## config.mk

```make
export PLATFORM = sky130hd
export DESIGN_NAME = hsp_csr
export DESIGN_NICKNAME = d
export VERILOG_FILES = /design/src/design/hsp_pkg.sv /design/src/design/hsp_csr.sv
export SDC_FILE = /design/constraint.sdc
export NUM_CORES = 1
export LEC_CHECK = 0
export BUFFER_PORTS_ARGS = -buffer_cell sky130_fd_sc_hd__buf_4
export CORE_MARGIN = 2
export CORE_UTILIZATION = 32
export CTS_CLUSTER_DIAMETER = 80
export CTS_CLUSTER_SIZE = 14
export DETAILED_ROUTE_END_ITERATION = 10
export PLACE_DENSITY = 0.88
export SLEW_MARGIN = 20
export SYNTH_ARGS = -nofsm -noshare
export SYNTH_HDL_FRONTEND = slang
export SYNTH_SLANG_ARGS = --single-unit
```

## constraint.sdc

```tcl
create_clock -name clock -period 0.8 [get_ports clock]
set_input_delay 0.04 -clock clock [delete_from_list [all_inputs] [get_ports clock]]
set_output_delay 0.04 -clock clock [all_outputs]
set_load 0.05 [all_outputs]
```

## src/design/hsp_pkg.sv

```systemverilog
// ----------------------------------------------------------------------------
// hsp_pkg: shared types and constants of the handle slot pool
// Field widths, request and status codes, register map and the result word.
// ----------------------------------------------------------------------------
package hsp_pkg;

   localparam int TYPE_W         = 3;
   localparam int SLOT_W         = 8;
   localparam int PORT_DATA_W    = 32;
   localparam int STATUS_W       = 2;
   localparam int COUNT_W        = 9;
   localparam int CSR_ADDR_W     = 3;
   localparam int CSR_DATA_W     = 32;
   localparam int DEF_MAX_SLOTS  = 256;
   localparam int DEF_DATA_WIDTH = 32;

   typedef enum logic [TYPE_W-1:0] {
      REQ_ADD       = 3'd0,
      REQ_READ      = 3'd1,
      REQ_UPDATE    = 3'd2,
      REQ_REMOVE    = 3'd3,
      REQ_TO_HANDLE = 3'd4
   } req_kind_type;

   typedef enum logic [STATUS_W-1:0] {
      ST_OK      = 2'd0,
      ST_FULL    = 2'd1,
      ST_BAD     = 2'd2,
      ST_REFUSED = 2'd3
   } status_type;

   // register index = byte address / 4
   typedef enum logic [0:0] {
      CSR_SLOT_COUNT = 1'b0
   } csr_index_type;

   typedef enum logic [1:0] {
      FSM_IDLE = 2'b01,
      FSM_EXEC = 2'b10
   } fsm_type;

   typedef struct packed {
      logic                   result_valid;
      logic [SLOT_W-1:0]      result_index;
      logic [PORT_DATA_W-1:0] read_data;
      status_type             status;
   } rsp_word_type;

endpackage

```

## src/design/hsp_csr.sv

```systemverilog
// ----------------------------------------------------------------------------
// hsp_csr: configuration registers
// APB-style slave holding the slot count.
// ----------------------------------------------------------------------------
module hsp_csr (
   input  logic                           clock,
   input  logic                           reset,
   input  logic                           psel,
   input  logic                           penable,
   input  logic                           pwrite,
   input  logic [hsp_pkg::CSR_ADDR_W-1:0] paddr,
   input  logic [hsp_pkg::CSR_DATA_W-1:0] pwdata,
   output logic [hsp_pkg::CSR_DATA_W-1:0] prdata,
   output logic                           pready,
   output logic [hsp_pkg::COUNT_W-1:0]    slot_count
);
   import hsp_pkg::*;

   logic [COUNT_W-1:0] slot_count_ff;
   logic               wr_hit;
   logic               sel_count;

   assign pready    = 1'b1;
   assign sel_count = (paddr[CSR_ADDR_W-1:2] == CSR_SLOT_COUNT);
   assign wr_hit    = psel && penable && pwrite && pready && sel_count;

   always_ff @(posedge clock) begin
      if (reset) begin
         slot_count_ff <= '0;
      end else if (wr_hit) begin
         slot_count_ff <= pwdata[COUNT_W-1:0];
      end
   end

   assign prdata     = sel_count ? CSR_DATA_W'(slot_count_ff) : '0;
   assign slot_count = slot_count_ff;
endmodule

```

==> impl_metrics.env <==
export IMPL_finalSetupViolCount=17
export IMPL_grt_max_degree=19
export IMPL_setup_ws_ns=-0.148
export IMPL_place_hpwl_um=953
export IMPL_numCtsBuffers=3
export IMPL_arrival_ns=0.91
export IMPL_wl_per_cell_um=9.90
export IMPL_die_area_mm2=0.00249
export IMPL_finalHoldViolCount=0
export IMPL_io_pins=82
export IMPL_path_delay_family="flip-flops"
export IMPL_multiInputGateArea_um2=393
export IMPL_endpoint="prdata[5]"
export IMPL_status="finished with violations"
export IMPL_violations="negative setup slack"
export IMPL_power_per_cell_area_mw_per_mm2=1130
export IMPL_drt_first_iter_violations=3
export IMPL_grt_antenna_before_repair=0
export IMPL_synth_cells=74
export IMPL_finalClockSkew_ns=0
export IMPL_vias_per_cell=3.81
export IMPL_reg2reg_depth=4
export IMPL_cp_start_kind="register"
export IMPL_postCtsHoldBufs=0
export IMPL_hold_class="input pin to register"
export IMPL_r2r_slack_ns=0.02
export IMPL_timing_rr_end="slot_count[6]"
export IMPL_start_util_pct=34.0
export IMPL_root_buffer="clkbuf_4"
export IMPL_critPathCaptureType="output pin"
export IMPL_path_clk_slew_ns=0.06
export IMPL_die_h_um=49.9
export IMPL_path_cells="and2b_4, buf_6"
export IMPL_cellLeakagePower_nw=0.524
export IMPL_area_growth_pct=66.8
export IMPL_die_w_um=49.9
export IMPL_worstPathMaxFanout=3
export IMPL_crit_path_top_delay_cell="dfxtp_4"
export IMPL_rows=16
export IMPL_drt_drc_violations_left=0
export IMPL_n_fill_cell=184
export IMPL_clock_sinks=9
export IMPL_setup_worst_path_class="register to output pin"
export IMPL_io_buffers=32
export IMPL_finalCritPeriodShare_pct=119
export IMPL_cts_tree="done"
export IMPL_regArea_um2=214
export IMPL_startpoint="slot_count[5]"
export IMPL_grt_pass1_vias=499
export IMPL_required_ns=0.76
export IMPL_syn_area_um2=674
export IMPL_h_tree_depth=1
export IMPL_critical_path_cell_count=2
export IMPL_period_minus_slack_ns=0.948
export IMPL_dp_slack_ns=-0.0713
export IMPL_max_freq_ghz=1.05
export IMPL_rsz0062_at_grt="yes"
export IMPL_drv_cap=0
export IMPL_yosysSeqAreaShare_pct=26.7
export IMPL_layout_commonest_cell="conb_1"
export IMPL_wirelength_um=1430
export IMPL_path_buf_inv=1
export IMPL_stdcell_area_mm2=0.00112
export IMPL_gr_total_overflow=0
export IMPL_route_vias_total=549
export IMPL_ys_types=9
export IMPL_drtPass1Iterations=3
export IMPL_ctsLongestPathBuffers=2
export IMPL_fp_coreArea_mm2=0.00198
export IMPL_ys_warn_count=0
export IMPL_cp_slowest_stage_delay_ns=0.35
export IMPL_layout_drive_gt1_share_pct=54.7
export IMPL_diodes=0
export IMPL_r2r_start="slot_count[6]"
export IMPL_largest_reg_flops=9
export IMPL_grt_pass1_wl_um=2260
export IMPL_routabilityCongestion=0.573
export IMPL_final_nets=158
export IMPL_final_max_slew_viol_count=0
export IMPL_grt_use_total_pct=12.4
export IMPL_layout_common_cells="conb_1 (24), nand2b_1 (18), buf_4 (18), buf_6 (14), buf_8 (11)"
export IMPL_dpl_instance_area_um2=903
export IMPL_synth_avg_cell_area_um2=9.11
export IMPL_ys_ff_latch=9
export IMPL_ir_worst_vdd_uv=1130
export IMPL_clk_latency_ns=0.25
export IMPL_final_antenna_net_count=0
## repair_timing
item / CTS / global route
endpoints found under the setup margin: 18 / 20
gates resized for setup: 24 / 12
setup buffers: 5 / 3
## routing by layer
layer | part of all wire [%] | routed length [µm] | GRT usage [%] | vias up
li1 | - | - | - | 268
met4 | 0 | 0 | 2.78 | 0
met1 | 34 | 487 | 12.7 | 239
met5 | 0 | 0 | 0 | -
met2 | 53 | 762 | 20.9 | 42
met3 | 12 | 175 | 8.18 | 0
## where the power goes
part	switching, mW	total, mW	leakage (nW)	internal [mW]
registers	0.00793	0.443	0.0799	0.435
logic	0.354	0.495	0.429	0.141
clock network	0.145	0.337	0.0150	0.191
total	0.507	1.27	0.524	0.767
## how the worst min path moves through the flow
stage / startpoint / end / slack, ns / depth (start not counted)
after floorplan: pwdata[0] / slot_count[0] / 0.18 / 2
after global placement: pwdata[7] / slot_count[7] / 0.30 / 3
after detailed placement: pwdata[6] / slot_count[6] / 0.31 / 3
after CTS: pwdata[1] / slot_count[1] / 0.03 / 3
after global routing: pwdata[2] / slot_count[2] / 0.04 / 3
final: pwdata[5] / slot_count[5] / 0.04 / 3
## cell usage after synthesis
cell type   n  share of area, %
buf_4      24                27
nand2b_1   18                17
and2b_2     9                12
dfxtp_1     9                27
mux2i_1     9                13
conb_1      2               1.1
and4b_1     1               1.5
buf_6       1               1.7
clkbuf_1    1              0.56
## worst reg2reg max path, stage by stage (launching register included)
cell and delay, ns:
dfxtp_4 0.34, buf_6 0.12, buf_6 0.10, nand2b_1 0.05
mux2i_1 0.06
## logic make-up (layout without fill, tap and decap cells)
family                 after synthesis  after routing  synth area share (%)
and+or+nand+nor                     28             28                  29.9
other                                2             24                  1.11
DFF                                  9              9                  26.7
buffers and inverters               26             47                  28.9
muxes                                9              9                  13.4
## final cells by class
class	count	share of cell area [%]
clock buffers	4	2.34
multi-input cells	61	34.9
flip-flops and latches	9	19.0
well taps	27	3.00
repair buffers	43	40.7
## through the flow
stage	utilization [%]	power [mW]	hold WS, ns	setup TNS (ns)	instances
2_1_floorplan	-	0.904	0.184	0	96
3_3_place_gp	45.6	0.901	0.303	-0.357	132
3_5_place_dp	45.6	0.906	0.307	-0.448	132
4_1_cts	53.3	1.28	0.0305	-1.82	141
5_1_grt	56.8	1.35	0.0368	-2.49	144
6_report	56.8	1.27	0.0426	-1.83	144
Note: power is estimated with default switching activity, not from simulation.
